### src/hw/rtl/fpa_pkg.sv
// Shared types, widths and command codes of the fixed-point ALU.
// Used by every module of the block; depends on nothing.
package fpa_pkg;

    localparam int DATA_WIDTH = 32;
    localparam int FRAC_BITS  = 8;
    localparam int NUM_WIDTH  = DATA_WIDTH + FRAC_BITS;
    localparam int PROD_WIDTH = 2 * DATA_WIDTH;

    localparam logic [3:0] CMD_ADD      = 4'd0;
    localparam logic [3:0] CMD_SUB      = 4'd1;
    localparam logic [3:0] CMD_MUL      = 4'd2;
    localparam logic [3:0] CMD_DIV      = 4'd3;
    localparam logic [3:0] CMD_GT       = 4'd4;
    localparam logic [3:0] CMD_LT       = 4'd5;
    localparam logic [3:0] CMD_GE       = 4'd6;
    localparam logic [3:0] CMD_LE       = 4'd7;
    localparam logic [3:0] CMD_EQ       = 4'd8;
    localparam logic [3:0] CMD_NE       = 4'd9;
    localparam logic [3:0] CMD_MIN      = 4'd10;
    localparam logic [3:0] CMD_MAX      = 4'd11;
    localparam logic [3:0] CMD_INC      = 4'd12;
    localparam logic [3:0] CMD_FROM_INT = 4'd13;
    localparam logic [3:0] CMD_TO_INT   = 4'd14;

    localparam logic [1:0] ST_OK   = 2'd0;
    localparam logic [1:0] ST_OVF  = 2'd1;
    localparam logic [1:0] ST_DIV0 = 2'd2;

    localparam logic [DATA_WIDTH-1:0] MAX_POS = {1'b0, {(DATA_WIDTH-1){1'b1}}};
    localparam logic [DATA_WIDTH-1:0] MIN_NEG = {1'b1, {(DATA_WIDTH-1){1'b0}}};

    typedef struct packed {
        logic [3:0]                   command;
        logic signed [DATA_WIDTH-1:0] operand_a;
        logic signed [DATA_WIDTH-1:0] operand_b;
    } t_req;

    typedef struct packed {
        logic signed [DATA_WIDTH-1:0] result_value;
        logic                         compare_true;
        logic [1:0]                   status;
    } t_rsp;

    // Everything one request carries down the pipeline.
    typedef struct packed {
        logic [3:0]            command;
        logic                  res_neg;
        logic                  a_neg;
        logic                  div0;
        logic [DATA_WIDTH-1:0] value;
        logic                  cmp;
        logic [1:0]            status;
        logic [PROD_WIDTH-1:0] prod;
        logic [NUM_WIDTH-1:0]  num;
        logic [NUM_WIDTH-1:0]  quo;
        logic [DATA_WIDTH-1:0] rem;
        logic [DATA_WIDTH-1:0] den;
    } t_pipe;

endpackage

### src/hw/rtl/fpa_front.sv
// First stage: decodes the command, computes the add, subtract, compare, min,
// max, increment and conversion results, the operand magnitudes and the magnitude product. Depends on fpa_pkg.
module fpa_front import fpa_pkg::*; (
    input  logic  i_clk,
    input  logic  i_rst_n,
    input  logic  i_en,
    input  logic  i_valid,
    input  t_req  i_req,
    output logic  o_valid,
    output t_pipe o_pipe
);

    logic [DATA_WIDTH-1:0] a, b, ma, mb, sum, dif, a_key, b_key;
    logic                  a_neg, b_neg, lt_ab, lt_ba, eq_ab;
    logic [FRAC_BITS:0]    top;
    t_pipe                 n_pipe;
    logic                  r_valid;
    t_pipe                 r_pipe;

    always_comb begin
        a     = i_req.operand_a;
        b     = i_req.operand_b;
        a_neg = a[DATA_WIDTH-1];
        b_neg = b[DATA_WIDTH-1];
        ma    = a_neg ? (~a + 1'b1) : a;
        mb    = b_neg ? (~b + 1'b1) : b;
        sum   = a + b;
        dif   = a - b;
        // Flipping the sign bit orders two's complement values as unsigned.
        a_key = {~a[DATA_WIDTH-1], a[DATA_WIDTH-2:0]};
        b_key = {~b[DATA_WIDTH-1], b[DATA_WIDTH-2:0]};
        lt_ab = a_key < b_key;
        lt_ba = b_key < a_key;
        eq_ab = a == b;
        top   = a[DATA_WIDTH-1 -: FRAC_BITS+1];

        n_pipe         = '0;
        n_pipe.command = i_req.command;
        n_pipe.a_neg   = a_neg;
        n_pipe.res_neg = a_neg ^ b_neg;
        n_pipe.div0    = (mb == '0);
        n_pipe.status  = ST_OK;
        n_pipe.prod    = PROD_WIDTH'(ma) * PROD_WIDTH'(mb);
        n_pipe.num     = {ma, {FRAC_BITS{1'b0}}};
        n_pipe.den     = mb;

        case (i_req.command)
            CMD_ADD: begin
                n_pipe.value = sum;
                if (a_neg == b_neg && sum[DATA_WIDTH-1] != a_neg) begin
                    n_pipe.status = ST_OVF;
                    n_pipe.value  = a_neg ? MIN_NEG : MAX_POS;
                end
            end
            CMD_SUB: begin
                n_pipe.value = dif;
                if (a_neg != b_neg && dif[DATA_WIDTH-1] != a_neg) begin
                    n_pipe.status = ST_OVF;
                    n_pipe.value  = a_neg ? MIN_NEG : MAX_POS;
                end
            end
            CMD_GT:  n_pipe.cmp = lt_ba;
            CMD_LT:  n_pipe.cmp = lt_ab;
            CMD_GE:  n_pipe.cmp = !lt_ab;
            CMD_LE:  n_pipe.cmp = !lt_ba;
            CMD_EQ:  n_pipe.cmp = eq_ab;
            CMD_NE:  n_pipe.cmp = !eq_ab;
            CMD_MIN: n_pipe.value = lt_ab ? a : b;
            CMD_MAX: n_pipe.value = lt_ba ? a : b;
            CMD_INC: begin
                if (a == MAX_POS) begin
                    n_pipe.status = ST_OVF;
                    n_pipe.value  = a;
                end else begin
                    n_pipe.value = a + 1'b1;
                end
            end
            CMD_FROM_INT: begin
                if ((&top) || !(|top)) begin
                    n_pipe.value = {a[DATA_WIDTH-FRAC_BITS-1:0], {FRAC_BITS{1'b0}}};
                end else begin
                    n_pipe.status = ST_OVF;
                    n_pipe.value  = a_neg ? MIN_NEG : MAX_POS;
                end
            end
            CMD_TO_INT: n_pipe.value = {{FRAC_BITS{a_neg}}, a[DATA_WIDTH-1:FRAC_BITS]};
            default: n_pipe.value = '0;
        endcase
    end

    // Stage register.
    always_ff @(posedge i_clk) begin
        if (!i_rst_n) begin
            r_valid <= 1'b0;
        end else if (i_en) begin
            r_valid <= i_valid;
        end
    end

    always_ff @(posedge i_clk) begin
        if (i_en) begin
            r_pipe <= n_pipe;
        end
    end

    assign o_valid = r_valid;
    assign o_pipe  = r_pipe;

endmodule

### config.mk
export PLATFORM = sky130hd
export DESIGN_NAME = fpa_front
export DESIGN_NICKNAME = d
export VERILOG_FILES = /design/src/hw/rtl/fpa_pkg.sv /design/src/hw/rtl/fpa_front.sv
export SDC_FILE = /design/constraint.sdc
export NUM_CORES = 2
export LEC_CHECK = 0
export BUFFER_PORTS_ARGS = -buffer_cell sky130_fd_sc_hd__buf_2
export CAP_MARGIN = 40
export CORE_MARGIN = 4
export CORE_UTILIZATION = 70
export CTS_BUF_LIST = sky130_fd_sc_hd__clkbuf_2
export DETAILED_ROUTE_END_ITERATION = 8
export MAX_ROUTING_LAYER = met4
export PLACE_DENSITY = 0.91
export SYNTH_ARGS = -nofsm -noshare
export SYNTH_HDL_FRONTEND = slang
export SYNTH_SLANG_ARGS = --single-unit
export TNS_END_PERCENT = 30
### constraint.sdc
create_clock -name i_clk -period 38 [get_ports i_clk]
set_input_delay 7.6 -clock i_clk [delete_from_list [all_inputs] [get_ports i_clk]]
set_output_delay 7.6 -clock i_clk [all_outputs]
set_load 0.005 [all_outputs]
==> run summary <==
The run finished, with violations left. The checks that failed: DRC. The tools report the wire length of the first global-routing pass as 258.5 mm. At the pin with the least slew margin, the transition time is 0.9978 ns. In the layout the commonest cells are sky130_fd_sc_hd__inv_1, sky130_fd_sc_hd__fa_1, sky130_fd_sc_hd__nor2_1, sky130_fd_sc_hd__nand2_1, sky130_fd_sc_hd__ha_1.

Detailed routing placed a total of 25.42 mm of wire on met3. The cell family contributing the most delay on the critical path was adder cells. For the final count of hold timing violations, the log shows 0.

Measured along the x axis, the die boundary spans 262.3 µm. Setup repair after global routing left no endpoint under its margin. The critical path crosses 35 cells after its start point. The run gives 1.19 ns as the worst-skew pair later-pin latency. The number of buffers inserted by post-CTS setup repair was 0; the minimum clock period was 18.54 ns.

The run gives 0 as the hold-fix buffer count after cts. The slowest stage cell on the critical path is sky130_fd_sc_hd__clkinv_1. The critical path contains buffers and inverters numbering 6 combined.

The largest incremental delay on the critical path works out to 0.97 ns. For the number of nets with antenna violations after routing, the log shows 0. Height of the die: 262.3 µm. The synthesized design contains 169 enable-type register cells.

Prior to clock tree synthesis, the placed netlist has a worst setup slack of 18.45 ns. The clock net in this run drives a total of 170 sinks. The run gives 51.37% as the global router's overall resource usage. The tools report the achievable frequency as 53.93 MHz. The number of gates given a new drive strength after cts came out at 0. In this run the deepest clock path goes through 2 buffers.

The critical path start-end classification was in -> reg. Buffers placed on the I/O ports in this run total 241. The sum of met2 wire segment lengths after detailed routing is 75.30 mm, and the cell depth of the worst flop-to-flop path is 2.

The number of endpoints failing setup at the final stage is 0, and the share of flip-flops with an asynchronous set or reset after synthesis is 0%. By area, the combinational part of the netlist is dominated by adder cells. The area added between synthesis and finish was 5.762%; the worst setup margin was 19.46 ns. The critical path data required time came out at 39.01 ns.

The sequential cell area fraction in the yosys report is 11.25%. Entering global routing, the biggest net connects 64 pins. Using the TritonRoute via totals, the vias-per-cell ratio works out to 6.574. The congestion estimate from routability-driven global placement came to 1.035. The number of clock buffers added by TritonCTS is 17. The logs give 5,869 for the number of violations reported at the end of detailed-routing iteration 0 and 2 for the DRC violations left. The tree is rooted in a sky130_fd_sc_hd__clkbuf_2. The area inside the core boundary is 0.06354 mm², and the full die area is 0.06881 mm². The tools report the total length of routed wires as 172.3 mm. Setup total negative slack on the finished layout was measured at 0 ns.

The synthesized netlist devotes 49.70% of its cell area to adder and majority cells. Yosys printed 0 warnings. Launch point of the worst reg-to-reg path: o_valid. In the final design database the tool counted 6,631 nets.

Along the worst path, the maximum fanout reaches 17. The tools report the critical path data arrival time as 19.55 ns. The summed instance area of the synthesized netlist was 0.04527 mm². The H-tree generated during clock tree synthesis spans 4 levels. Across all hold checks on the routed design, the worst slack comes to 0.5584 ns.

The most numerous cell type found on the critical path is sky130_fd_sc_hd__fa_1. The most common cell after layout, fill and taps aside is sky130_fd_sc_hd__inv_1. The highest metal layer with signal wires is met4. The average instance area after synthesis came out at 8.688 µm². The worst-case headroom to the max-slew limit is 33.07%. Tracing the worst setup path back leads to its startpoint at i_req[34]. Max-cap violations in this run came to 0. The first TritonRoute pass finished after 9 iterations. After technology mapping, the gate count stands at 5,211. TritonCTS built the clock tree.

The fraction of the mapped netlist area in compound gates works out to 8.578%. Capturing element type of the critical path: a register. The path class of the tightest hold or removal check is reg -> reg. The worst setup path is launched from an input port.

The detailed router put a total of 54.63 mm of wire on met1. The number of antenna violations at the first check in global routing came out at 11. Counting instances, the worst hold path has a depth of 2. The routed wirelength normalized by instance count was 27.89 µm. The final max-slew violation count was 0. The initial utilization of the core area, before any placement, comes to 71.25%. The cell row count was 92. Boundary pin count: 323. The worst hold path begins at o_valid. The simple logic cell fraction of the synthesized area is 14.35%.

The synthesized netlist devotes 3.709% of its cell area to XOR and XNOR gates. Clock-pin transition on the worst setup and hold timing paths: 0.35 ns. For the maximum clock skew at final layout, the log shows 0 ns.

Summed over all layers, the global routing overflow is 0. The number of different library cells used by synthesis comes to 75. The number of register bits inferred by synthesis came out at 170. Once detailed placement completed, the half-perimeter wirelength came to 132.7 mm.

The fraction of final layout cells with drive strength greater than 1 is 8.131%. Share of the clock period used by the worst path: 48.79%. The number of global-route vias before repair is 43,699.

The most used flip-flop cell after synthesis is sky130_fd_sc_hd__edfxtp_1. The detailed router placed 40,596 vias in this run. The portion of synthesized area spent on multiplexers is 0.08843%.
[cell type report]
cell class                 instances  area (µm²)
clock buffer                      17       85.08
antenna                           16       40.04
fill                            4253       15660
sequential                       170        5095
tap                              846        1059
timing repair buffer             341        2212
multi-input combinational       3723       35280
inverter                        1047        3930
clock inverter                    15       186.4
[metrics by stage]
step	instance area [µm²]	utilization, %	std cells
after floorplan	45580	-	5291
after global placement	47170	74.23	6106
after detailed placement	47520	74.78	6125
after CTS	47790	75.21	6157
after global routing	47870	75.34	6171
final	47880	75.36	6175
[cell families (layout without fill, tap and decap cells)]
| kind of cell | count (synthesis) | in the layout |
|---|---|---|
| muxes | 4 | 4 |
| AOI/OAI and AO/OA | 623 | 623 |
| xor gates and xnor gates | 190 | 190 |
| adders and majority gates | 1259 | 1259 |
| buffers and inverters | 1398 | 1420 |
| other | 1 | 97 |
| DFF | 170 | 170 |
| and+or+nand+nor | 1566 | 1566 |
[sequential cells by signal (all words and copies together), names as in the netlist]
name	count
o_pipe	169
o_valid	1
[per-layer routing]
layer  up-vias  track usage (%)
met3      1294            19.45
li1      16046                -
met1     19506            57.70
met5         -                -
met2      3750            75.56
met4         0            36.88
[path summary, 6_finish.rpt]
kind                      end  slack (ns)
setup / recovery  o_pipe[200]       19.46
hold / removal        o_valid        0.56
setup reg to reg      o_valid       37.35
hold reg to reg       o_valid        0.56
[cell usage after synthesis, types with 9 or more instances]
master / count / area (µm²)
sky130_fd_sc_hd__a211oi_1: 13 / 97.59
sky130_fd_sc_hd__a21o_1: 56 / 420.4
sky130_fd_sc_hd__a21oi_1: 187 / 935.9
sky130_fd_sc_hd__a221oi_1: 23 / 201.4
sky130_fd_sc_hd__a31oi_1: 15 / 93.84
sky130_fd_sc_hd__and2_1: 19 / 118.9
sky130_fd_sc_hd__and3_1: 18 / 112.6
sky130_fd_sc_hd__buf_1: 10 / 37.54
sky130_fd_sc_hd__buf_4: 83 / 623.1
sky130_fd_sc_hd__clkbuf_1: 249 / 934.7
sky130_fd_sc_hd__clkinv_1: 19 / 71.32
sky130_fd_sc_hd__edfxtp_1: 169 / 5075
sky130_fd_sc_hd__fa_1: 899 / 18000
sky130_fd_sc_hd__ha_1: 360 / 4504
sky130_fd_sc_hd__inv_1: 1022 / 3836
sky130_fd_sc_hd__nand2_1: 598 / 2245
sky130_fd_sc_hd__nand2b_1: 16 / 100.1
sky130_fd_sc_hd__nand3_1: 66 / 330.3
sky130_fd_sc_hd__nand4_1: 45 / 281.5
sky130_fd_sc_hd__nor2_1: 695 / 2609
sky130_fd_sc_hd__nor2b_1: 18 / 112.6
sky130_fd_sc_hd__nor3_1: 31 / 155.2
sky130_fd_sc_hd__nor4_1: 14 / 87.58
sky130_fd_sc_hd__o211ai_1: 19 / 142.6
sky130_fd_sc_hd__o21a_1: 11 / 82.58
sky130_fd_sc_hd__o21ai_0: 177 / 885.9
sky130_fd_sc_hd__o21bai_1: 24 / 180.2
sky130_fd_sc_hd__o31ai_1: 26 / 195.2
sky130_fd_sc_hd__o41ai_1: 9 / 78.83
sky130_fd_sc_hd__or3_1: 17 / 106.4
sky130_fd_sc_hd__or4_1: 9 / 67.56
sky130_fd_sc_hd__xnor2_1: 154 / 1349
sky130_fd_sc_hd__xor2_1: 34 / 297.8
[tightest hold or removal path, stage by stage (launching register included)]
cell                      delay, ns
sky130_fd_sc_hd__dfxtp_1       0.39
sky130_fd_sc_hd__mux2i_1       0.12
sky130_fd_sc_hd__nor2b_1       0.06
Power is left out: the tool's default activity adds up to more than one toggle a clock period on the data nets, which glitch-free logic cannot reach.
