## src/hw/rtl/fpa_pkg.sv

```systemverilog
// Shared types, widths and command codes of the fixed-point ALU.
// Used by every module of the block; depends on nothing.
package fpa_pkg;

    localparam int DATA_WIDTH = 32;
    localparam int FRAC_BITS  = 8;
    localparam int NUM_WIDTH  = DATA_WIDTH + FRAC_BITS;
    localparam int PROD_WIDTH = 2 * DATA_WIDTH;

    localparam logic [3:0] CMD_ADD      = 4'd0;
    localparam logic [3:0] CMD_SUB      = 4'd1;
    localparam logic [3:0] CMD_MUL      = 4'd2;
    localparam logic [3:0] CMD_DIV      = 4'd3;
    localparam logic [3:0] CMD_GT       = 4'd4;
    localparam logic [3:0] CMD_LT       = 4'd5;
    localparam logic [3:0] CMD_GE       = 4'd6;
    localparam logic [3:0] CMD_LE       = 4'd7;
    localparam logic [3:0] CMD_EQ       = 4'd8;
    localparam logic [3:0] CMD_NE       = 4'd9;
    localparam logic [3:0] CMD_MIN      = 4'd10;
    localparam logic [3:0] CMD_MAX      = 4'd11;
    localparam logic [3:0] CMD_INC      = 4'd12;
    localparam logic [3:0] CMD_FROM_INT = 4'd13;
    localparam logic [3:0] CMD_TO_INT   = 4'd14;

    localparam logic [1:0] ST_OK   = 2'd0;
    localparam logic [1:0] ST_OVF  = 2'd1;
    localparam logic [1:0] ST_DIV0 = 2'd2;

    localparam logic [DATA_WIDTH-1:0] MAX_POS = {1'b0, {(DATA_WIDTH-1){1'b1}}};
    localparam logic [DATA_WIDTH-1:0] MIN_NEG = {1'b1, {(DATA_WIDTH-1){1'b0}}};

    typedef struct packed {
        logic [3:0]                   command;
        logic signed [DATA_WIDTH-1:0] operand_a;
        logic signed [DATA_WIDTH-1:0] operand_b;
    } t_req;

    typedef struct packed {
        logic signed [DATA_WIDTH-1:0] result_value;
        logic                         compare_true;
        logic [1:0]                   status;
    } t_rsp;

    // Everything one request carries down the pipeline.
    typedef struct packed {
        logic [3:0]            command;
        logic                  res_neg;
        logic                  a_neg;
        logic                  div0;
        logic [DATA_WIDTH-1:0] value;
        logic                  cmp;
        logic [1:0]            status;
        logic [PROD_WIDTH-1:0] prod;
        logic [NUM_WIDTH-1:0]  num;
        logic [NUM_WIDTH-1:0]  quo;
        logic [DATA_WIDTH-1:0] rem;
        logic [DATA_WIDTH-1:0] den;
    } t_pipe;

endpackage

```

## src/hw/rtl/fpa_div_step.sv

```systemverilog
// One registered step of the restoring divider: brings down one numerator
// bit and subtracts the divisor where it fits. Depends on fpa_pkg.
module fpa_div_step import fpa_pkg::*; (
    input  logic  i_clk,
    input  logic  i_rst_n,
    input  logic  i_en,
    input  logic  i_valid,
    input  t_pipe i_pipe,
    output logic  o_valid,
    output t_pipe o_pipe
);

    logic [DATA_WIDTH:0] trial;
    logic                fits;
    t_pipe               n_pipe;
    logic                r_valid;
    t_pipe               r_pipe;

    // The remainder stays below the divisor, so the trial value is one bit wider.
    always_comb begin
        trial  = {i_pipe.rem, i_pipe.num[NUM_WIDTH-1]};
        fits   = trial >= {1'b0, i_pipe.den};
        n_pipe = i_pipe;
        n_pipe.num = {i_pipe.num[NUM_WIDTH-2:0], 1'b0};
        n_pipe.quo = {i_pipe.quo[NUM_WIDTH-2:0], fits};
        n_pipe.rem = fits ? DATA_WIDTH'(trial - {1'b0, i_pipe.den})
                          : trial[DATA_WIDTH-1:0];
    end

    always_ff @(posedge i_clk) begin
        if (!i_rst_n) begin
            r_valid <= 1'b0;
        end else if (i_en) begin
            r_valid <= i_valid;
        end
    end

    always_ff @(posedge i_clk) begin
        if (i_en) begin
            r_pipe <= n_pipe;
        end
    end

    assign o_valid = r_valid;
    assign o_pipe  = r_pipe;

endmodule

```

## config.mk

```make
export PLATFORM = sky130hd
export DESIGN_NAME = fpa_div_step
export DESIGN_NICKNAME = d
export VERILOG_FILES = /design/src/hw/rtl/fpa_pkg.sv /design/src/hw/rtl/fpa_div_step.sv
export SDC_FILE = /design/constraint.sdc
export NUM_CORES = 1
export LEC_CHECK = 0
export CAP_MARGIN = 30
export CORE_AREA = 2 2 198 200
export CTS_CLUSTER_DIAMETER = 40
export DETAILED_ROUTE_END_ITERATION = 8
export DIE_AREA = 0 0 200 202
export DONT_BUFFER_PORTS = 1
export GPL_ROUTABILITY_DRIVEN = 0
export MAX_ROUTING_LAYER = met4
export PLACE_DENSITY_LB_ADDON = 0.12
export SYNTH_ARGS = -nofsm -noshare
export SYNTH_HDL_FRONTEND = slang
export SYNTH_SLANG_ARGS = --single-unit
```

## constraint.sdc

```tcl
create_clock -name i_clk -period 8.4 [get_ports i_clk]
set_input_delay 1.68 -clock i_clk [delete_from_list [all_inputs] [get_ports i_clk]]
set_output_delay 1.68 -clock i_clk [all_outputs]
set_load 0.01 [all_outputs]
```

==> impl_metrics.py, run 1 <==
metrics = {
    "timing": {
        "fin_crit_ns": 4.95,
        "worst_pin_slew_ns": 0.875,
        "tns_ns": 0,
        "final-hold-violation-count": 0,
        "fin_crit_sh_pct": 58.9,
        "max_slew_margin_pct": 41.7,
        "rsz0062_at_grt": "false",
        "finClkSkew_ns": 0,
        "finalMaxSlewViolations": 0,
        "setup-violations-final": 0,
        "max_clock_freq_mhz": 202,
    },
    "clock_tree": {
        "clock_latency_ns": 0.53,
        "cts_resized": 0,
        "clockBufferDepth": 3,
        "clk_pin_slew_ns": 0.05,
        "cts_setup_buffers": 0,
        "cts_hold_buf": 0,
        "cts.htree.levels": 2,
        "tritoncts": "yes",
        "cts.sinks": 250,
        "cts_inserted_buffers": 42,
        "clockRootBuffer": "clkbuf_16",
    },
    "power": {
        "ir_worst_vdd_mv": 0.113,
        "leakage_nw": 4.16,
        "p_per_area_nw_per_um2": 294,
    },
    "drt": {
        "routed_wirelength_mm": 29.8,
        "drt_iter0_markers": 283,
        "drt-pass1-iter-count": 4,
        "routedWlPerCell_um": 25.0,
        "antenna_left": 0,
        "vias": 5273,
        "route.detailed.drc": 0,
        "routed_via_density": 4.43,
    },
    "global_routing": {
        "grt_pass1_wl_mm": 40.2,
        "grt_usage_pct": 14.5,
        "grt_max_degree": 251,
        "grt.overflow.total": 0,
        "antenna_found_initial": 16,
        "grt_pass1_vias": 5527,
    },
    "place": {
        "port_buffers": 0,
        "placed_area_sq_um": 10300,
        "dpl.hpwl_mm": 22.2,
    },
    "worst_hold_path": {
        "min_from": "o_valid",
        "min_path_type": "reg2reg",
    },
    "floorplanning": {
        "pin_count": 505,
        "initial_core_util_pct": 25.4,
        "die_x_um": 200,
        "fp.dieArea_sq_um": 40400,
        "coreArea_sq_um": 38300,
        "die_y_um": 202,
        "rows": 72,
    },
    "synthesis": {
        "synth_top_area_cell": "edfxtp_1",
        "synth_top_family_by_area": "compound AO/OA/AOI/OAI gates",
        "synth-compound-area-share_pct": 7.56,
        "synthAdderAreaFrac_pct": 4.32,
        "ys_types": 49,
        "ys_async_sr_fraction_pct": 0,
        "yosys-top-cells-area": "edfxtp_1 (77%), ha_1 (4.1%), a21oi_1 (2.8%)",
        "syn_area_sq_um": 9730,
        "syn-num-nets": 884,
        "synth_mux_area_share_pct": 1.47,
        "synthFlopType": "edfxtp_1",
        "synthXorXnorAreaFrac_pct": 2.43,
        "ys_ff_latch": 250,
        "yosysTopAreaCellShare_pct": 76.8,
        "synth-seq-area-share_pct": 77.0,
        "synth_area_per_cell_sq_um": 16.3,
        "synth-simple-area-share_pct": 4.72,
        "ys.warnings.count": 0,
        "syn_inst": 597,
        "synth_edf_count": 249,
        "synth_commonest_cells": "edfxtp_1 (249), a21oi_1 (54), inv_1 (38)",
        "yosysMostFrequentCell": "edfxtp_1",
    },
    "worst_setup_path": {
        "r2r-start": "o_valid",
        "path_max_fanout": 26,
        "cpPeakStageDelay_ns": 0.77,
        "path_class": "in2reg",
        "start_kind": "primary input",
        "critPathBufInv": 2,
        "startpoint": "i_pipe[18]",
        "critical-path-top-delay-family": "compound AO/OA/AOI/OAI gates",
        "crit_slowest_cell": "o31ai_4",
        "cp.required_ns": 8.68,
        "crit_chain": "inv_1, ha_1, nand4_1, or4_1, a21oi_1, nor3_1, a211oi_2, o21ai_2, o31ai_4, buf_4, mux2_2",
        "cp-end-kind": "flip-flop",
        "arrival_ns": 5.23,
    },
    "job": {
        "maxCapViolCount": 0,
    },
    "final_layout": {
        "fillers": 3765,
        "syn2layout_area_growth_pct": 20.1,
        "final_area_sq_um": 11700,
        "nNetsFinal": 912,
        "drive_gt1_share_pct": 13.4,
    },
    "status": {
        "outcome": "complete, no violations",
    },
}
-- kinds of logic (layout without fill, tap and decap cells) --
group	count (synthesis)	after routing
buf+inv	56	116
other cells	1	15
simple gates	99	99
compound gates	118	118
mux	13	13
flops	250	250
fa+ha+maj	33	33
xor+xnor	27	27
-- final cells by class --
cell class / instances / area [sq um] / share of cell area (%)
clock buffer: 43 / 1080 / 9.20
inverter: 38 / 143 / 1.22
timing repair buffer: 2 / 15.0 / 0.128
sequential: 250 / 7500 / 64.1
tap: 518 / 648 / 5.54
multi-input combinational: 291 / 2000 / 17.1
clock inverter: 33 / 279 / 2.39
antenna: 14 / 35.0 / 0.300
-- path summary, 6_finish.rpt --
| check | end | slack [ns] | cells past startpoint |
|---|---|---|---|
| worst max-delay path | o_pipe[42] | 3.45 | 11 |
| worst max register to register | o_valid | 7.70 | 2 |
| worst min register to register | o_valid | 0.60 | 2 |
| worst min-delay path | o_valid | 0.60 | 2 |
-- per-layer routing --
metal  routed length [um]  up-vias  global-route usage [%]
li1                     -     2358                       -
met3                 3280       56                    7.48
met4                 1050        0                    7.33
met5                    0        -                       -
met1                 9940     2571                    12.8
met2                15500      288                    25.0
-- cell usage in the layout, fill, tap and decap left out, types with 6 or more instances in the layout --
cell        count
nor2_1         36
inv_6          11
a21oi_1        54
nand3_1         8
nand2_1        27
xor2_1         11
clkbuf_16      43
mux2_2          6
inv_1          38
o21a_1          6
xnor2_1        16
o21ai_0        16
ha_1           32
edfxtp_1      249
a21o_1         12
nand4_1         7
diode_2        14
clkinvlp_4      8
-- registers in the layout, indices dropped and copies added (netlist names) --
name,count
o_pipe,249
o_valid,1
-- per-stage QoR --
| step | utilization [%] | instances | hold slack, ns | setup slack, ns | power (W) |
|---|---|---|---|---|---|
| after floorplan | - | 597 | 0.538 | 3.94 | 0.00177 |
| after global placement | 26.9 | 1099 | 0.577 | 2.81 | 0.00186 |
| after detailed placement | 26.9 | 1099 | 0.588 | 2.82 | 0.00185 |
| after CTS | 30.4 | 1175 | 0.597 | 3.39 | 0.00351 |
| after global routing | 30.5 | 1189 | 0.686 | 3.20 | 0.00360 |
| final | 30.5 | 1189 | 0.601 | 3.45 | 0.00344 |
-- worst reg2reg max path, stage by stage, from the launching register on --
cell	delay, ns
dfxtp_1	0.41
mux2i_1	0.10
nor2b_1	0.13
-- power by group --
group	switching (W)	internal (W)	total, W
combinational	0.000109	0.0000787	0.000188
sequential	0.000121	0.00151	0.00164
clock	0.000655	0.000964	0.00162
No activity file was read; power rests on OpenSTA's default activity.
==> run 2: changes to the inputs <==
==> constraint.sdc (replaced) <==
create_clock -name i_clk -period 4 [get_ports i_clk]
set_input_delay 0.8 -clock i_clk [delete_from_list [all_inputs] [get_ports i_clk]]
set_output_delay 0.8 -clock i_clk [all_outputs]
set_load 0.01 [all_outputs]
==> run 2 against run 1 <==
- critical path depth up 1
- utilization up 0.74 points
- via count up 0.38%
- power up 120%
- wire length up 0.11%
- non-clock buffer count up 18
- cell area up 2.4%
==> impl_metrics.py, run 2 (same netlist as run 1, synthesis figures left out) <==
metrics = {
    "global_routing": {
        "grt_pass1_wl_mm": 39.9,
        "antenna_found_initial": 16,
        "grt_max_degree": 251,
        "grt_usage_pct": 14.3,
        "grt_pass1_vias": 5609,
        "grt.overflow.total": 0,
    },
    "job": {
        "maxCapViolCount": 0,
    },
    "final_layout": {
        "nNetsFinal": 930,
        "final_common_cell": "edfxtp_1",
        "stdcell_count": 1208,
        "drive_gt1_share_pct": 15.4,
        "syn2layout_area_growth_pct": 23.0,
        "final_cell_mix": "edfxtp_1 (249), a21oi_1 (54), clkbuf_16 (43), inv_1 (38), nor2_1 (36)",
        "largest_reg_flops": 249,
    },
    "clock_tree": {
        "cts.htree.levels": 2,
        "cts_resized": 0,
        "cts.sinks": 250,
        "clockRootBuffer": "clkbuf_16",
        "clk_pin_slew_ns": 0.06,
        "cts_inserted_buffers": 42,
        "cts_hold_buf": 0,
        "tritoncts": "yes",
        "clockBufferDepth": 3,
        "clock_latency_ns": 0.53,
        "cts_setup_buffers": 0,
    },
    "drt": {
        "route.detailed.drc": 0,
        "routed_wirelength_mm": 29.8,
        "antenna_left": 0,
        "drt-pass1-iter-count": 4,
        "drt_iter0_markers": 284,
        "routedWlPerCell_um": 24.7,
        "vias": 5293,
        "routed_via_density": 4.38,
    },
    "power": {
        "ir_worst_vdd_mv": 0.267,
        "p_per_area_nw_per_um2": 633,
        "leakage_nw": 4.32,
    },
    "place": {
        "port_buffers": 0,
        "dpl.cell_count": 1117,
        "dpl.hpwl_mm": 22.4,
        "post-place-ws_ns": 0.0903,
    },
    "timing": {
        "rsz0062_at_grt": "false",
        "final-hold-violation-count": 0,
        "tns_ns": 0,
        "worst_slack_ns": 0.642,
        "finClkSkew_ns": 0,
        "fin_crit_ns": 3.36,
        "max_clock_freq_mhz": 298,
        "worst_pin_slew_ns": 0.605,
        "finalMaxSlewViolations": 0,
        "setup-violations-final": 0,
        "fin_crit_sh_pct": 83.9,
        "max_slew_margin_pct": 59.4,
    },
    "floorplanning": {
        "rows": 72,
        "initial_core_util_pct": 25.4,
        "pin_count": 505,
        "die_x_um": 200,
        "die_y_um": 202,
        "coreArea_sq_um": 38300,
        "fp.dieArea_sq_um": 40400,
    },
    "worst_hold_path": {
        "min_path_type": "in2reg",
    },
    "worst_setup_path": {
        "start_kind": "primary input",
        "path_max_fanout": 2,
        "crit_chain": "inv_1, ha_1, fa_1, nand2b_1, a21oi_1, o21ai_0, o311a_1, a31oi_1, a21oi_1, o41ai_1, xor2_1, mux2_1",
        "crit_slowest_cell": "fa_1",
        "cp.required_ns": 4.28,
        "path_class": "in2reg",
        "critPathBufInv": 1,
        "cp-end-kind": "flip-flop",
        "arrival_ns": 3.64,
        "critical-path-top-delay-family": "compound AO/OA/AOI/OAI gates",
        "cpPeakStageDelay_ns": 0.41,
        "path_common_cell": "a21oi_1",
    },
    "status": {
        "outcome": "complete, no violations",
    },
}
-- run 2: worst paths after layout --
| check | start | end | slack (ns) | cells past startpoint |
|---|---|---|---|---|
| worst max-delay path | i_pipe[143] | o_pipe[62] | 0.64 | 12 |
| worst min-delay path | i_pipe[2] | o_pipe[2] | 0.35 | 0 |
| worst max register to register | o_valid | o_valid | 3.34 | 2 |
| worst min register to register | o_valid | o_valid | 0.59 | 2 |
-- run 2: area by class of cell --
class                           count  area (sq um)
Fill cell                        3777         26300
Sequential cell                   250          7500
Multi-Input combinational cell    291          2000
Clock buffer                       48          1110
Tap cell                          518           648
Clock inverter                     29           362
Timing Repair Buffer               20           175
Inverter                           38           143
Antenna cell                       14          35.0
-- run 2: report_power, final --
part           internal (W)  switching [W]  total (W)
Combinational      0.000189       0.000239   0.000428
Clock               0.00238        0.00134    0.00372
Sequential          0.00318       0.000253    0.00343
Total               0.00575        0.00183    0.00758
-- run 2: metal layers --
| metal | up-vias | part of all wire [%] | global-route usage [%] |
|---|---|---|---|
| li1 | 2380 | - | - |
| met2 | 311 | 52 | 24.7 |
| met4 | 0 | 3.6 | 6.32 |
| met5 | - | 0 | - |
| met3 | 60 | 11 | 8.09 |
| met1 | 2542 | 34 | 12.6 |
-- run 2: stage by stage --
step | hold WS (ns) | total power, W | utilization [%] | area (sq um)
floorplan | 0.538 | 0.00372 | - | 9730
global placement | 0.577 | 0.00393 | 27.3 | 10500
detailed placement | 0.589 | 0.00392 | 27.3 | 10500
CTS | 0.309 | 0.00771 | 31.2 | 11900
global route | 0.307 | 0.00788 | 31.3 | 12000
finish | 0.351 | 0.00758 | 31.3 | 12000
