**config.mk**
```make
export PLATFORM = sky130hd
export DESIGN_NAME = fpa_back
export DESIGN_NICKNAME = d
export VERILOG_FILES = /design/src/hw/rtl/fpa_pkg.sv /design/src/hw/rtl/fpa_back.sv
export SDC_FILE = /design/constraint.sdc
export NUM_CORES = 1
export LEC_CHECK = 0
export BUFFER_PORTS_ARGS = -buffer_cell sky130_fd_sc_hd__buf_2
export CORE_MARGIN = 10
export CORE_UTILIZATION = 53
export CTS_CLUSTER_DIAMETER = 50
export DETAILED_ROUTE_END_ITERATION = 8
export HOLD_SLACK_MARGIN = 0.08
export PLACE_DENSITY = 0.95
export SETUP_SLACK_MARGIN = 0.15
export SKIP_CTS_REPAIR_TIMING = 1
export SYNTH_ARGS = -nofsm -noshare
export SYNTH_HDL_FRONTEND = slang
export SYNTH_SLANG_ARGS = --single-unit
```
**constraint.sdc**
```tcl
create_clock -name i_clk -period 7 [get_ports i_clk]
set_clock_uncertainty 0.2 [all_clocks]
set_input_delay 0 -clock i_clk [delete_from_list [all_inputs] [get_ports i_clk]]
set_output_delay 0 -clock i_clk [all_outputs]
set_load 0.02 [all_outputs]
```
**src/hw/rtl/fpa_pkg.sv**
```systemverilog
// Shared types, widths and command codes of the fixed-point ALU.
// Used by every module of the block; depends on nothing.
package fpa_pkg;

    localparam int DATA_WIDTH = 32;
    localparam int FRAC_BITS  = 8;
    localparam int NUM_WIDTH  = DATA_WIDTH + FRAC_BITS;
    localparam int PROD_WIDTH = 2 * DATA_WIDTH;

    localparam logic [3:0] CMD_ADD      = 4'd0;
    localparam logic [3:0] CMD_SUB      = 4'd1;
    localparam logic [3:0] CMD_MUL      = 4'd2;
    localparam logic [3:0] CMD_DIV      = 4'd3;
    localparam logic [3:0] CMD_GT       = 4'd4;
    localparam logic [3:0] CMD_LT       = 4'd5;
    localparam logic [3:0] CMD_GE       = 4'd6;
    localparam logic [3:0] CMD_LE       = 4'd7;
    localparam logic [3:0] CMD_EQ       = 4'd8;
    localparam logic [3:0] CMD_NE       = 4'd9;
    localparam logic [3:0] CMD_MIN      = 4'd10;
    localparam logic [3:0] CMD_MAX      = 4'd11;
    localparam logic [3:0] CMD_INC      = 4'd12;
    localparam logic [3:0] CMD_FROM_INT = 4'd13;
    localparam logic [3:0] CMD_TO_INT   = 4'd14;

    localparam logic [1:0] ST_OK   = 2'd0;
    localparam logic [1:0] ST_OVF  = 2'd1;
    localparam logic [1:0] ST_DIV0 = 2'd2;

    localparam logic [DATA_WIDTH-1:0] MAX_POS = {1'b0, {(DATA_WIDTH-1){1'b1}}};
    localparam logic [DATA_WIDTH-1:0] MIN_NEG = {1'b1, {(DATA_WIDTH-1){1'b0}}};

    typedef struct packed {
        logic [3:0]                   command;
        logic signed [DATA_WIDTH-1:0] operand_a;
        logic signed [DATA_WIDTH-1:0] operand_b;
    } t_req;

    typedef struct packed {
        logic signed [DATA_WIDTH-1:0] result_value;
        logic                         compare_true;
        logic [1:0]                   status;
    } t_rsp;

    // Everything one request carries down the pipeline.
    typedef struct packed {
        logic [3:0]            command;
        logic                  res_neg;
        logic                  a_neg;
        logic                  div0;
        logic [DATA_WIDTH-1:0] value;
        logic                  cmp;
        logic [1:0]            status;
        logic [PROD_WIDTH-1:0] prod;
        logic [NUM_WIDTH-1:0]  num;
        logic [NUM_WIDTH-1:0]  quo;
        logic [DATA_WIDTH-1:0] rem;
        logic [DATA_WIDTH-1:0] den;
    } t_pipe;

endpackage

```
**src/hw/rtl/fpa_back.sv**
```systemverilog
// Last stage: rounds the product and the quotient, saturates, and holds the
// response register. Depends on fpa_pkg.
module fpa_back import fpa_pkg::*; (
    input  logic  i_clk,
    input  logic  i_rst_n,
    input  logic  i_en,
    input  logic  i_valid,
    input  t_pipe i_pipe,
    output logic  o_valid,
    output t_rsp  o_rsp
);

    localparam int MUL_MAG_W = PROD_WIDTH + 1 - FRAC_BITS;
    localparam int DIV_MAG_W = NUM_WIDTH + 1;

    logic [PROD_WIDTH:0]   prod_rnd;
    logic [MUL_MAG_W-1:0]  mul_mag;
    logic [DIV_MAG_W-1:0]  div_mag;
    logic [DATA_WIDTH:0]   rem2;
    logic [DATA_WIDTH-1:0] mul_val, div_val;
    logic                  mul_ovf, div_ovf;
    t_rsp                  n_rsp;
    logic                  r_valid;
    t_rsp                  r_rsp;

    always_comb begin
        // Round the product to nearest, halves away from zero, on the magnitude.
        prod_rnd = {1'b0, i_pipe.prod} + (PROD_WIDTH+1)'(1) * (1 << (FRAC_BITS-1));
        mul_mag  = prod_rnd[PROD_WIDTH:FRAC_BITS];
        if (i_pipe.res_neg) begin
            mul_ovf = mul_mag > MUL_MAG_W'(MIN_NEG);
            mul_val = mul_ovf ? MIN_NEG : DATA_WIDTH'(~mul_mag + 1'b1);
        end else begin
            mul_ovf = mul_mag > MUL_MAG_W'(MAX_POS);
            mul_val = mul_ovf ? MAX_POS : mul_mag[DATA_WIDTH-1:0];
        end

        // The quotient rounds up when twice the remainder reaches the divisor.
        rem2    = {i_pipe.rem, 1'b0};
        div_mag = {1'b0, i_pipe.quo} + DIV_MAG_W'(rem2 >= {1'b0, i_pipe.den});
        if (i_pipe.res_neg) begin
            div_ovf = div_mag > DIV_MAG_W'(MIN_NEG);
            div_val = div_ovf ? MIN_NEG : DATA_WIDTH'(~div_mag + 1'b1);
        end else begin
            div_ovf = div_mag > DIV_MAG_W'(MAX_POS);
            div_val = div_ovf ? MAX_POS : div_mag[DATA_WIDTH-1:0];
        end

        n_rsp.result_value = i_pipe.value;
        n_rsp.compare_true = i_pipe.cmp;
        n_rsp.status       = i_pipe.status;
        case (i_pipe.command)
            CMD_MUL: begin
                n_rsp.result_value = mul_val;
                n_rsp.status       = mul_ovf ? ST_OVF : ST_OK;
            end
            CMD_DIV: begin
                if (i_pipe.div0) begin
                    n_rsp.result_value = i_pipe.a_neg ? MIN_NEG : MAX_POS;
                    n_rsp.status       = ST_DIV0;
                end else begin
                    n_rsp.result_value = div_val;
                    n_rsp.status       = div_ovf ? ST_OVF : ST_OK;
                end
            end
            default: begin
            end
        endcase
    end

    always_ff @(posedge i_clk) begin
        if (!i_rst_n) begin
            r_valid <= 1'b0;
        end else if (i_en) begin
            r_valid <= i_valid;
        end
    end

    always_ff @(posedge i_clk) begin
        if (i_en) begin
            r_rsp <= n_rsp;
        end
    end

    assign o_valid = r_valid;
    assign o_rsp   = r_rsp;

endmodule

```
==> flow_metrics.env, run 1 <==
export IMPL_status="complete, but fails checks"
export IMPL_failed_checks="negative hold slack"
export IMPL_worst_path_buf_inv=2
export IMPL_cpMostUsedCell="sky130_fd_sc_hd__a21o_1"
export IMPL_fin_ws_ns=0.853
export IMPL_clk_pin_slew_ns=0.06
export IMPL_synth_register_bits=36
export IMPL_postLayoutCellArea_sq_um=9930
export IMPL_crit_path_cell_trace="buf_2 -> inv_1 -> ha_1 -> a21o_1 -> a21o_1 -> a21o_1 -> a21o_1 -> a21o_1 -> a21o_1 -> a221o_1 -> a2111oi_0 -> o21ai_0 -> ha_1 -> ha_1 -> and4_1 -> nand3_1 -> xor2_1 -> o2111ai_1 -> or4_1 -> nor4_1 -> mux2i_1 -> a32oi_1 -> o31ai_1"
export IMPL_io_buffers=242
export IMPL_area_delta_synth_final_pct=22.0
export IMPL_final_hold_worst_slack_ns=-0.00381
export IMPL_fp_dieArea_sq_um=20700
export IMPL_timing_critical_path_max_delay_family="compound AO/OA/AOI/OAI gates"
export IMPL_fin_total_pwr_mw=0.941
export IMPL_share_of_the_core_filled_with_cells_pct=65.6
export IMPL_drt_vias_per_instance=6.79
export IMPL_critPathRequiredTime_ns=6.83
export IMPL_critPathKind="input port to register"
export IMPL_grt_util_all_layers_pct=29.4
export IMPL_static_leakage_power_nw=3.78
export IMPL_tns_ns=0
export IMPL_clock_latency_ns=0.30
export IMPL_syn_cell_area_sq_um=8150
export IMPL_wl_per_cell_um=21.1
export IMPL_worstReg2RegStart="o_valid"
export IMPL_timing_reg2reg_worst_path_depth=3
export IMPL_unrepaired_setup_endpoints_after_global_routing="no"
export IMPL_yosys_warnings=0
export IMPL_synth_enable_flop_cells=35
export IMPL_setup_worst_path_end_class="register"
export IMPL_netlist_top_cells_area="sky130_fd_sc_hd__edfxtp_1, sky130_fd_sc_hd__xnor2_1, sky130_fd_sc_hd__ha_1"
export IMPL_initial_core_util_pct=53.8
export IMPL_clock_sink_count=36
export IMPL_synth_top_cell_by_area="sky130_fd_sc_hd__edfxtp_1"
export IMPL_drt_met1_wl_mm=12.3
export IMPL_worst_setup_path_startpoint="i_pipe[10]"
export IMPL_die_y_um=144
export IMPL_drt_drc_violations_left=0
export IMPL_syn_instance_count=1134
export IMPL_hpwl_mm=25.7
export IMPL_worst_path_max_delay_cell="sky130_fd_sc_hd__or4_1"
export IMPL_share_seq_of_total_power_pct=28.5
export IMPL_final_period_utilization_pct=87.8
export IMPL_power_switching_mw=0.375
export IMPL_crit_path_cell_count=23
export IMPL_worst_setup_path_start_kind="input port"
export IMPL_ctsHtreeMaxLevel=2
export IMPL_endpoint_of_the_worst_slack_reg_to_reg_timing_path="o_valid"
export IMPL_firstDrtPassIters=6
export IMPL_clock_tree_buffer_depth=2
export IMPL_detailroute_wirelength_met2_mm=15.0
export IMPL_synth_common_cells="sky130_fd_sc_hd__nand2_1, sky130_fd_sc_hd__nor2_1, sky130_fd_sc_hd__nand3_1"
export IMPL_syn_mean_instance_area_sq_um=7.18
export IMPL_maxUsedRoutingLayer="met4"
export IMPL_totalWireLength_mm=32.7
export IMPL_grt_overflow=0
export IMPL_via_count_of_the_first_global_routing_pass=10037
export IMPL_final_hold_vios=1
export IMPL_synthArstFlopShare_pct=0
export IMPL_floorplan_io_pins=290
export IMPL_final_period_minus_worst_setup_slack_ns=6.15
export IMPL_drt_iter0_drc=1400
export IMPL_yosys_cell_types_count=75
export IMPL_power_switching_share_pct=39.8
export IMPL_synth_nets=1426
export IMPL_maximum_number_of_pins_on_one_net_before_global_route_repair=38
export IMPL_tightest_slew_ns=1.06
export IMPL_antennaDiodeCount=0
export IMPL_max_clock_freq_ghz=0.163
export IMPL_die_width_um=144
export IMPL_setup_viol=0
export IMPL_antenna_found_initial=0
export IMPL_dr_wl_met3_mm=4.24
export IMPL_timing_max_transition_violations_final=0
export IMPL_grt_first_pass_wirelength_mm=50.3
export IMPL_number_of_buffers_added_by_the_clock_tree_synthesis_step=5
export IMPL_cts_tree="done"
export IMPL_cts_root_buffer_cell="sky130_fd_sc_hd__clkbuf_16"
export IMPL_core_region_area_sq_um=15100
export IMPL_combPwrFrac_pct=46.4
export IMPL_ff2ff_setup_slack_ns=5.65
export IMPL_finish_net_count=1658
export IMPL_powerDensity_nw_per_um2=94.8
export IMPL_cp_max_fo=12
export IMPL_crit_path_end="o_rsp[31]"
export IMPL_max_cap_viol_count=0
export IMPL_dpl_cell_area_sq_um=9380
export IMPL_yosysTopAreaCellShare_pct=12.9
export IMPL_layout_cell_share_with_drive_strength_beyond_1_pct=21.5
export IMPL_worst_ir_drop_vdd_mv=0.0886
export IMPL_detail_route_antenna_nets=0
export IMPL_synth_ff_type="sky130_fd_sc_hd__edfxtp_1"
export IMPL_timing_max_slew_rel_slack_pct=29.0
export IMPL_intPower_mw=0.566
export IMPL_synth_sequential_area_ratio_pct=13.1
export IMPL_place_gp_congestion=1.00
export IMPL_power_clock_fraction_pct=25.1
export IMPL_num_rows=45
export IMPL_timing_hold_worst_class="input port to register"
export IMPL_placement_setup_worst_slack_ns=0.701
export IMPL_synth_most_common_cell="sky130_fd_sc_hd__nand2_1"
export IMPL_delay_of_the_slowest_cell_on_the_worst_path_ns=0.68
export IMPL_worst_ep_arrival_time_ns=5.97
export IMPL_dr_total_vias=10559
[flip-flops by register name, indices dropped and copies added, names as in the netlist]
register,cells
o_rsp,35
o_valid,1
[power by group through the flow]
stage	Sequential [mW]	Combinational, mW	Clock [mW]
2_1_floorplan	0.295	0.218	0
3_3_place_gp	0.271	0.394	0
3_5_place_dp	0.271	0.405	0
4_1_cts	0.267	0.407	0.232
5_1_grt	0.269	0.476	0.238
6_report	0.268	0.437	0.237
[kinds of logic (layout without fill, tap and decap cells)]
logic type | count (synthesis) | count (layout) | share of synthesized area [%]
compound gates | 283 | 283 | 25.3
xor+xnor | 108 | 108 | 11.6
fa+ha+maj | 38 | 38 | 5.84
buf+inv | 120 | 353 | 6.10
flops | 36 | 36 | 13.1
mux | 13 | 13 | 1.64
simple gates | 536 | 536 | 36.3
[tightest hold or removal path, delay by kind of cell]
kind / cells / cell delay (ns)
AO/OA/AOI/OAI: 1 / 0.10
AND/OR/NAND/NOR: 2 / 0.15
buffers and inverters: 1 / 0.14
[through the flow]
stage          hold slack (ns)  instances
3_5_place_dp           -0.0155       1506
2_1_floorplan           -0.101       1134
6_report              -0.00381       1555
4_1_cts                 -0.315       1514
5_1_grt                 0.0885       1555
3_3_place_gp           -0.0223       1506
[per-layer routing]
metal / vias up / track usage (%)
met5: - / 0
met4: 0 / 11.4
met3: 117 / 8.56
met2: 738 / 47.6
met1: 4827 / 35.9
li1: 4877 / -
[layout by cell type (no fill, tap or decap), types with 8 or more instances in the layout]
cell type	netlist	routed
sky130_fd_sc_hd__o211ai_1	45	45
sky130_fd_sc_hd__ha_1	38	38
sky130_fd_sc_hd__xnor2_1	63	63
sky130_fd_sc_hd__and3_1	17	17
sky130_fd_sc_hd__nor4_2	8	8
sky130_fd_sc_hd__nor4_1	36	36
sky130_fd_sc_hd__o22ai_1	14	14
sky130_fd_sc_hd__a31oi_1	13	13
sky130_fd_sc_hd__or3_1	14	14
sky130_fd_sc_hd__nand2_1	103	103
sky130_fd_sc_hd__a21o_1	20	20
sky130_fd_sc_hd__nand3_1	75	75
sky130_fd_sc_hd__buf_2	28	242
sky130_fd_sc_hd__inv_1	47	47
sky130_fd_sc_hd__nor3_1	45	45
sky130_fd_sc_hd__nand4_1	55	55
sky130_fd_sc_hd__or4_1	18	18
sky130_fd_sc_hd__nor2_1	77	77
sky130_fd_sc_hd__a21oi_1	34	34
sky130_fd_sc_hd__o21ai_1	9	9
sky130_fd_sc_hd__o32ai_1	18	18
sky130_fd_sc_hd__o31a_1	10	10
sky130_fd_sc_hd__edfxtp_1	35	35
sky130_fd_sc_hd__o31ai_1	12	12
sky130_fd_sc_hd__mux2i_1	10	10
sky130_fd_sc_hd__or2_2	9	9
sky130_fd_sc_hd__and4_1	22	22
sky130_fd_sc_hd__and2_1	16	16
sky130_fd_sc_hd__dlygate4sd3_1	0	41
sky130_fd_sc_hd__buf_4	1	14
sky130_fd_sc_hd__o21ai_0	28	28
sky130_fd_sc_hd__a22oi_1	9	9
sky130_fd_sc_hd__o21a_1	9	9
sky130_fd_sc_hd__xor2_1	45	45
[area by class of cell]
class / count / area, sq um
Timing Repair Buffer: 297 / 1730
Sequential cell: 36 / 1070
Fill cell: 1272 / 5210
Clock inverter: 3 / 18.8
Inverter: 48 / 180
Clock buffer: 5 / 125
Tap cell: 188 / 235
Multi-Input combinational cell: 978 / 6580
[how the worst min path moves through the flow]
stage	cells past startpoint	end	from
floorplan	0	o_rsp[2]	i_pipe[210]
global placement	1	o_rsp[2]	i_pipe[210]
detailed placement	1	o_rsp[2]	i_pipe[210]
CTS	1	o_rsp[2]	i_pipe[210]
global route	4	o_rsp[34]	i_pipe[246]
finish	4	o_rsp[34]	i_pipe[246]
Power figures use the tool's default switching activity.
==> run 2, diff against run 1 <==
Settings changed: CORE_ASPECT_RATIO set to 0.9.
==> flow_metrics.env, run 2 (synthesis results as in run 1) <==
export IMPL_clock_latency_ns=0.27
export IMPL_max_cap_viol_count=0
export IMPL_die_width_um=151
export IMPL_grt_util_all_layers_pct=28.0
export IMPL_totalWireLength_mm=32.6
export IMPL_place_gp_congestion=1.08
export IMPL_setup_worst_path_end_class="register"
export IMPL_multi_input_comb_area_sq_um=6580
export IMPL_cts_tree="done"
export IMPL_cp_max_fo=13
export IMPL_hp_start="i_pipe[243]"
export IMPL_number_of_buffers_added_by_the_clock_tree_synthesis_step=5
export IMPL_dr_total_vias=10715
export IMPL_area_delta_synth_final_pct=21.8
export IMPL_num_fill_cells=1242
export IMPL_layout_cell_share_with_drive_strength_beyond_1_pct=21.4
export IMPL_final_period_minus_worst_setup_slack_ns=6.18
export IMPL_wl_per_cell_um=20.9
export IMPL_placement_setup_worst_slack_ns=0.697
export IMPL_worstReg2RegStart="o_valid"
export IMPL_powerDensity_nw_per_um2=92.8
export IMPL_die_y_um=138
export IMPL_initial_core_util_pct=54.8
export IMPL_tns_ns=0
export IMPL_ff_latch_area_sq_um=1070
export IMPL_final_period_utilization_pct=88.3
export IMPL_status="finished, final reports clean"
export IMPL_worst_ep_arrival_time_ns=6.00
export IMPL_clock_tree_buffer_depth=2
export IMPL_via_count_of_the_first_global_routing_pass=9577
export IMPL_detail_route_antenna_nets=0
export IMPL_endpoint_of_the_worst_slack_reg_to_reg_timing_path="o_valid"
export IMPL_timing_hold_worst_endpoint="o_rsp[28]"
export IMPL_drt_vias_per_instance=6.86
export IMPL_finalNonFillerCells=1562
export IMPL_clock_sink_count=36
export IMPL_grt_first_pass_wirelength_mm=48.5
export IMPL_timing_reg2reg_worst_path_depth=3
export IMPL_antennaDiodeCount=0
export IMPL_drt_iter0_drc=1419
export IMPL_cts_root_buffer_cell="sky130_fd_sc_hd__clkbuf_16"
export IMPL_core_region_area_sq_um=14900
export IMPL_timing_hold_worst_class="input port to register"
export IMPL_tightest_slew_ns=1.23
export IMPL_unrepaired_setup_endpoints_after_global_routing="no"
export IMPL_max_clock_freq_ghz=0.162
export IMPL_fp_dieArea_sq_um=20700
export IMPL_static_leakage_power_nw=3.76
export IMPL_worst_ir_drop_vdd_mv=0.120
export IMPL_setup_viol=0
export IMPL_finish_net_count=1655
export IMPL_hpwl_mm=25.3
export IMPL_place_detailed_instances=1514
export IMPL_worst_setup_path_start_kind="input port"
export IMPL_ctsHtreeMaxLevel=2
export IMPL_drt_drc_violations_left=0
export IMPL_fin_ws_ns=0.818
export IMPL_number_of_flip_flops_in_the_largest_register=35
export IMPL_share_of_the_core_filled_with_cells_pct=66.7
export IMPL_num_rows=42
export IMPL_fin_total_pwr_mw=0.920
export IMPL_critPathRequiredTime_ns=6.82
export IMPL_maximum_number_of_pins_on_one_net_before_global_route_repair=38
export IMPL_timing_max_transition_violations_final=0
export IMPL_mostFrequentLayoutCells="sky130_fd_sc_hd__buf_2, sky130_fd_sc_hd__nand2_1, sky130_fd_sc_hd__nor2_1"
export IMPL_antenna_found_initial=1
export IMPL_ff2ff_setup_slack_ns=5.64
export IMPL_grt_overflow=0
export IMPL_clk_pin_slew_ns=0.05
export IMPL_io_buffers=242
export IMPL_timing_max_slew_rel_slack_pct=17.8
export IMPL_floorplan_io_pins=290
export IMPL_firstDrtPassIters=6
export IMPL_final_hold_vios=0
export IMPL_critPathKind="input port to register"
export IMPL_hold_depth=3
export IMPL_final_common_cell="sky130_fd_sc_hd__buf_2"
## run 2: cell count changes in the layout (fill, tap and decap cells not counted), sizes merged
cell,before,now
dlygate4sd3,41,40
buf,256,254
## run 2: worst max path at each step
stage / from / endpoint / slack (ns) / cells past startpoint
finish: i_pipe[10] / o_rsp[34] / 0.82 / 24
global route: i_pipe[10] / o_rsp[5] / 0.46 / 24
CTS: i_pipe[10] / o_rsp[34] / 0.98 / 24
detailed placement: i_pipe[10] / o_rsp[31] / 0.70 / 23
global placement: i_pipe[10] / o_rsp[26] / 0.88 / 23
floorplan: i_pipe[10] / o_rsp[26] / 1.60 / 22
## run 2: area by class of cell
cell class | instances | area share, %
clock buffers | 5 | 1.26
repair buffers | 294 | 17.2
inverters | 48 | 1.82
well taps | 198 | 2.50
multi-input cells | 978 | 66.3
flip-flops and latches | 36 | 10.8
clock inverters | 3 | 0.189
## run 2: through the flow
step | hold WS [ns] | instance area, sq um
2_1_floorplan | -0.101 | 8150
3_3_place_gp | -0.0204 | 9380
3_5_place_dp | -0.0164 | 9380
4_1_cts | -0.302 | 9520
5_1_grt | 0.120 | 9920
6_report | 0.0917 | 9920
## run 2: critical path: stages
cell and delay, ns:
sky130_fd_sc_hd__buf_2 0.07, sky130_fd_sc_hd__inv_1 0.04, sky130_fd_sc_hd__ha_1 0.31, sky130_fd_sc_hd__a21o_1 0.16, sky130_fd_sc_hd__a21o_1 0.16, sky130_fd_sc_hd__a21o_1 0.16
sky130_fd_sc_hd__a21o_1 0.16, sky130_fd_sc_hd__a21o_1 0.17, sky130_fd_sc_hd__a21o_1 0.17, sky130_fd_sc_hd__a221o_1 0.35, sky130_fd_sc_hd__a2111oi_0 0.40, sky130_fd_sc_hd__o21ai_0 0.16
sky130_fd_sc_hd__ha_1 0.28, sky130_fd_sc_hd__ha_1 0.36, sky130_fd_sc_hd__and4_1 0.39, sky130_fd_sc_hd__nand3_1 0.15, sky130_fd_sc_hd__xor2_1 0.45, sky130_fd_sc_hd__o2111ai_1 0.36
sky130_fd_sc_hd__nor4_1 0.51, sky130_fd_sc_hd__a41oi_1 0.19, sky130_fd_sc_hd__buf_4 0.23, sky130_fd_sc_hd__nor3_1 0.27, sky130_fd_sc_hd__a21boi_0 0.16, sky130_fd_sc_hd__a2111o_1 0.32
## run 2: metal layers
layer	up-vias	GRT usage (%)	wire, um
li1	4874	-	-
met3	142	5.54	4080
met4	2	10.8	1350
met1	4868	35.9	12400
met5	-	0	7
met2	829	45.4	14800
## run 2: report_power, final
group,switching (mW),total [mW],internal (mW)
combinational,0.268,0.441,0.174
sequential,0.00612,0.266,0.260
clock,0.0821,0.213,0.131
